[config.mk]
export PLATFORM = sky130hd
export DESIGN_NAME = tcce_ctrl
export DESIGN_NICKNAME = d
export VERILOG_FILES = /design/src/hw/rtl/tcce_pkg.sv /design/src/hw/rtl/tcce_ctrl.sv
export SDC_FILE = /design/constraint.sdc
export NUM_CORES = 1
export LEC_CHECK = 0
export ABC_AREA = 1
export BUFFER_PORTS_ARGS = -buffer_cell sky130_fd_sc_hd__buf_2
export CORE_MARGIN = 2
export CORE_UTILIZATION = 30
export DETAILED_ROUTE_END_ITERATION = 16
export PLACE_DENSITY_LB_ADDON = 0.15
export SLEW_MARGIN = 20
export SYNTH_ARGS = -nofsm -noshare
export SYNTH_HDL_FRONTEND = slang
export SYNTH_SLANG_ARGS = --single-unit
[constraint.sdc]
create_clock -name clk -period 1.3 [get_ports clk]
set_input_delay 0.13 -clock clk [delete_from_list [all_inputs] [get_ports clk]]
set_output_delay 0.13 -clock clk [all_outputs]
set_load 0.1 [all_outputs]
[src/hw/rtl/tcce_pkg.sv]
// Shared types and constants for the text console cursor engine.
// Holds the transaction payload structs, command codes, FSM states and control structs.
// No dependencies.
`timescale 1ns / 1ps

package tcce_pkg;

    typedef struct packed {
        logic [1:0] cmd;
        logic [7:0] char_code;
        logic [7:0] target_row;
        logic [7:0] target_col;
    } tcce_in_t;

    typedef struct packed {
        logic [4:0]  cursor_row;
        logic [6:0]  cursor_col;
        logic [15:0] cell_entry;
        logic        scrolled;
    } tcce_out_t;

    typedef enum logic [1:0] {
        OP_PUT_CHAR   = 2'd0,
        OP_SET_CURSOR = 2'd1,
        OP_CLEAR      = 2'd2,
        OP_READ_CELL  = 2'd3
    } tcce_op_t;

    typedef enum logic [2:0] {
        ST_INIT,
        ST_IDLE,
        ST_EXEC,
        ST_READ,
        ST_COPY,
        ST_BLANK,
        ST_CLEAR,
        ST_FINISH
    } tcce_state_t;

    localparam logic [7:0]  CH_BS       = 8'd8;
    localparam logic [7:0]  CH_HT       = 8'd9;
    localparam logic [7:0]  CH_LF       = 8'd10;
    localparam logic [7:0]  CH_CR       = 8'd13;
    localparam logic [7:0]  BLANK_CHAR  = 8'h20;
    localparam logic [7:0]  RESET_ATTR  = 8'h0F;
    localparam logic [15:0] RESET_CELL  = {RESET_ATTR, BLANK_CHAR};

    typedef struct packed {
        logic capture;
        logic exec;
        logic cnt_clear;
        logic copy_step;
        logic fill_step;
        logic fill_init;
        logic grab_entry;
        logic out_load;
    } tcce_ctl_t;

    typedef struct packed {
        tcce_op_t op;
        logic     need_scroll;
        logic     cnt_end;
        logic     copy_end;
        logic     out_free;
    } tcce_stat_t;

endpackage

[src/hw/rtl/tcce_ctrl.sv]
// Controller FSM for the text console cursor engine.
// Sequences execute, read, scroll, clear and reset sweeps; depends on tcce_pkg.
`timescale 1ns / 1ps

module tcce_ctrl (
    input  logic              clk,
    input  logic              rst_n,
    input  logic              in_valid,
    output logic              in_ready,
    input  tcce_pkg::tcce_stat_t stat,
    output tcce_pkg::tcce_ctl_t  ctl
);
    import tcce_pkg::*;

    tcce_state_t state_reg;
    tcce_state_t state_next;

    always_ff @(posedge clk or negedge rst_n)
    begin
        if (!rst_n)
        begin
            state_reg <= ST_INIT;
        end
        else
        begin
            state_reg <= state_next;
        end
    end

    always_comb
    begin
        state_next = state_reg;
        ctl        = '0;
        in_ready   = 1'b0;
        unique case (state_reg)
            ST_INIT:
            begin
                ctl.fill_step = 1'b1;
                ctl.fill_init = 1'b1;
                if (stat.cnt_end)
                begin
                    ctl.cnt_clear = 1'b1;
                    state_next    = ST_IDLE;
                end
            end
            ST_IDLE:
            begin
                in_ready = 1'b1;
                if (in_valid)
                begin
                    ctl.capture = 1'b1;
                    state_next  = ST_EXEC;
                end
            end
            ST_EXEC:
            begin
                ctl.exec = 1'b1;
                if (stat.op == OP_CLEAR)
                begin
                    ctl.cnt_clear = 1'b1;
                    state_next    = ST_CLEAR;
                end
                else if (stat.op == OP_READ_CELL)
                begin
                    state_next = ST_READ;
                end
                else if (stat.need_scroll)
                begin
                    ctl.cnt_clear = 1'b1;
                    state_next    = ST_COPY;
                end
                else if (stat.out_free)
                begin
                    ctl.out_load = 1'b1;
                    state_next   = ST_IDLE;
                end
                else
                begin
                    state_next = ST_FINISH;
                end
            end
            ST_READ:
            begin
                ctl.grab_entry = 1'b1;
                state_next     = ST_FINISH;
            end
            ST_COPY:
            begin
                ctl.copy_step = 1'b1;
                if (stat.copy_end)
                begin
                    state_next = ST_BLANK;
                end
            end
            ST_BLANK, ST_CLEAR:
            begin
                ctl.fill_step = 1'b1;
                if (stat.cnt_end)
                begin
                    state_next = ST_FINISH;
                end
            end
            ST_FINISH:
            begin
                if (stat.out_free)
                begin
                    ctl.out_load = 1'b1;
                    state_next   = ST_IDLE;
                end
            end
            default:
            begin
                state_next = ST_INIT;
            end
        endcase
    end

endmodule

==> impl_metrics.csv <==
group,metric,value,unit
run_status,status,"complete, but fails checks",
run_status,violations,"negative setup slack",
synthesis,ys.warnings.count,0,
timing,clock-skew-final,7.85,ps
synthesis,yosys-top-cells-area,"dfrtp_1, nand2_1, nand3_1",
synthesis,ys_async_sr_fraction,1.00,
worst_setup_path,crit_top_cell,"nand2_4",
hold_path,hold_path_class,"in2async",
floorplanning,rows,13,
timing,hold_violations,0,
synthesis,synth_top_area_share,0.174,
timing,max-slew-margin-rel,0.735,
synthesis,synth_edf_count,0,
cells_and_area,largest_reg_flops,3,
placed_design,pre_cts_ws,8.82,ps
cells_and_area,final_core_util,0.714,
floorplanning,die_width,41.9,µm
cells_and_area,antenna_cells,0,
floorplanning,ioPinCount,18,
clocking,cts.sinks,3,
worst_setup_path,critPathArrivalTime,1320,ps
global_route,grt_antenna_before_repair,0,
placed_design,place.gp.congestion,0.807,
worst_setup_path,cp.required,1170,ps
cells_and_area,final_cell_area,941,µm²
synthesis,synth_ff_type,"dfrtp_1",
clocking,clock_path_buffers,2,
synthesis,synth_common_cells,"nand2_1, nand3_1, inv_1",
synthesis,synthDistinctLibCells,17,
cells_and_area,nNetsFinal,109,
global_route,grt_pass1_vias,541,
floorplanning,core_area,1320,µm²
cells_and_area,drive_above_1_share,0.687,
synthesis,synth_area_leader_cell,"dfrtp_1",
timing,fin_tns_setup,-1060,ps
synthesis,synth.most_common_cell,"nand2_1",
worst_setup_path,rr_worst_depth,10,
timing,drv_slew,0,
worst_setup_path,path_delay_family,"flip-flops",
clocking,path_clk_slew,40,ps
worst_setup_path,critical_path_class,"reg2out",
synthesis,ys_seq_elements,3,
worst_setup_path,regToRegEndpoint,"state_reg[0]",
placed_design,portBuffers,17,
routing,routed_wl,1270,µm
floorplanning,start_util,0.328,
placed_design,placedInstanceArea,757,µm²
clocking,htreeDepth,1,
worst_setup_path,path_cells,"inv_4, buf_6, nand2_4, nand3_4, nand2_4, buf_12",
routing,vias_per_cell,4.63,
placed_design,hpwl,866,µm
routing,drt_iter0_markers,8,
worst_setup_path,crit_slowest_cell,"dfrtp_2",
global_route,gr-usage-all-layers,0.154,
synthesis,syn_avg_cell_area,6.96,µm²
floorplanning,die_h,41.9,µm
worst_setup_path,crit_fanout,6,
clocking,cts_buffers,3,
routing,drc,0,
timing,finalCriticalPeriod,1450,ps
timing,max_freq,689,MHz
synthesis,syn_nets,71,
timing,finalCritPeriodShare,1.12,
routing,wire_per_inst,11.1,µm
synthesis,netlist_instances,62,
clocking,clock_tree.root_cell,"clkbuf_4",
worst_setup_path,rrSetupSlack,-60,ps
run,drv_cap,0,
global_route,grt-ovfl-total,0,
worst_setup_path,cp-end-kind,"output port",
cells_and_area,area.growth.synth_to_final,118,%
timing,max_slew.worst_pin.slew,393,ps
floorplanning,die-area,1760,µm²
worst_setup_path,start_kind,"flip-flop",
clocking,clkLatencyLatePin,240,ps
timing,setup_viol,12,
worst_setup_path,max_stage_delay,470,ps
synthesis,ys_seq_area_frac,0.174,
clocking,cts_tree,"built",
routing,ant_nets,0,
routing,firstDrtPassIters,4,
synthesis,netlist_area,432,µm²
global_route,grt_pass1_wl,2100,µm
worst_setup_path,r2r-start,"state_reg[0]",
worst_setup_path,crit_buf_inv,3,
timing,fin_ws,-151,ps
global_route,grt_start_max_net_pins,8,
timing,rsz0062_at_grt,"true",
routing,vias,528,
-- repair_timing --
action	in CTS	in global routing
hold endpoints to repair	3	0
pin swaps	5	5
hold buffers	1	0
buffers inserted	8	1
endpoints found under the setup margin	12	12
resized for setup	12	9
-- worst max-delay path by stage --
stage | cells past startpoint | from | endpoint | slack (ps)
detailed placement | 3 | state_reg[1] | ctl[5] | 9
global placement | 3 | state_reg[1] | ctl[5] | 20
global route | 6 | state_reg[0] | ctl[3] | -190
CTS | 4 | state_reg[1] | ctl[5] | -150
floorplan | 4 | state_reg[2] | ctl[5] | -220
finish | 6 | state_reg[0] | ctl[3] | -150
-- area by class of cell --
cell class,instances,area (µm²)
Clock buffer,4,26.3
Fill cell,98,377
Inverter,9,48.8
Multi-Input combinational cell,47,377
Sequential cell,3,78.8
Tap cell,15,18.8
Timing Repair Buffer,36,392
-- layer usage --
metal | global-route usage | share of wire
met1 | 0.163 | 0.41
met2 | 0.275 | 0.54
met3 | 0.0348 | 0.039
met4 | 0.0903 | 0.0087
met5 | 0 | 0
-- logic make-up (layout without fill, tap and decap cells) --
logic type / after synthesis / in the layout / synth area share
compound gates: 4 / 4 / 0.0580
buf+inv: 12 / 49 / 0.168
flops: 3 / 3 / 0.174
simple gates: 43 / 43 / 0.600
-- stage by stage --
stage / hold WS, ps / cells
after floorplan: -166 / 62
after global placement: -73.9 / 100
after detailed placement: -72.9 / 100
after CTS: 215 / 113
after global routing: 257 / 114
final: 214 / 114
-- cell usage in the layout, fill, tap and decap left out --
cell type      instances
clkinvlp_4             2
buf_6                  7
nand3_2                1
o21bai_1               1
clkbuf_1               1
clkbuf_4               3
nand2_4                6
nor2_4                 7
clkinv_4               1
nor2_1                 1
o22ai_4                2
dfrtp_2                3
inv_2                  1
inv_1                  4
nand3_1                6
nand3_4                3
buf_12                 9
inv_4                  1
nand2_2                3
buf_2                  8
o21ai_0                1
dlygate4sd3_1          1
nand4_1                1
nand2_1               15
buf_4                 11
Power is not shown: default switching activity piles up to over one toggle a cycle in this logic, so the estimate is an artifact.
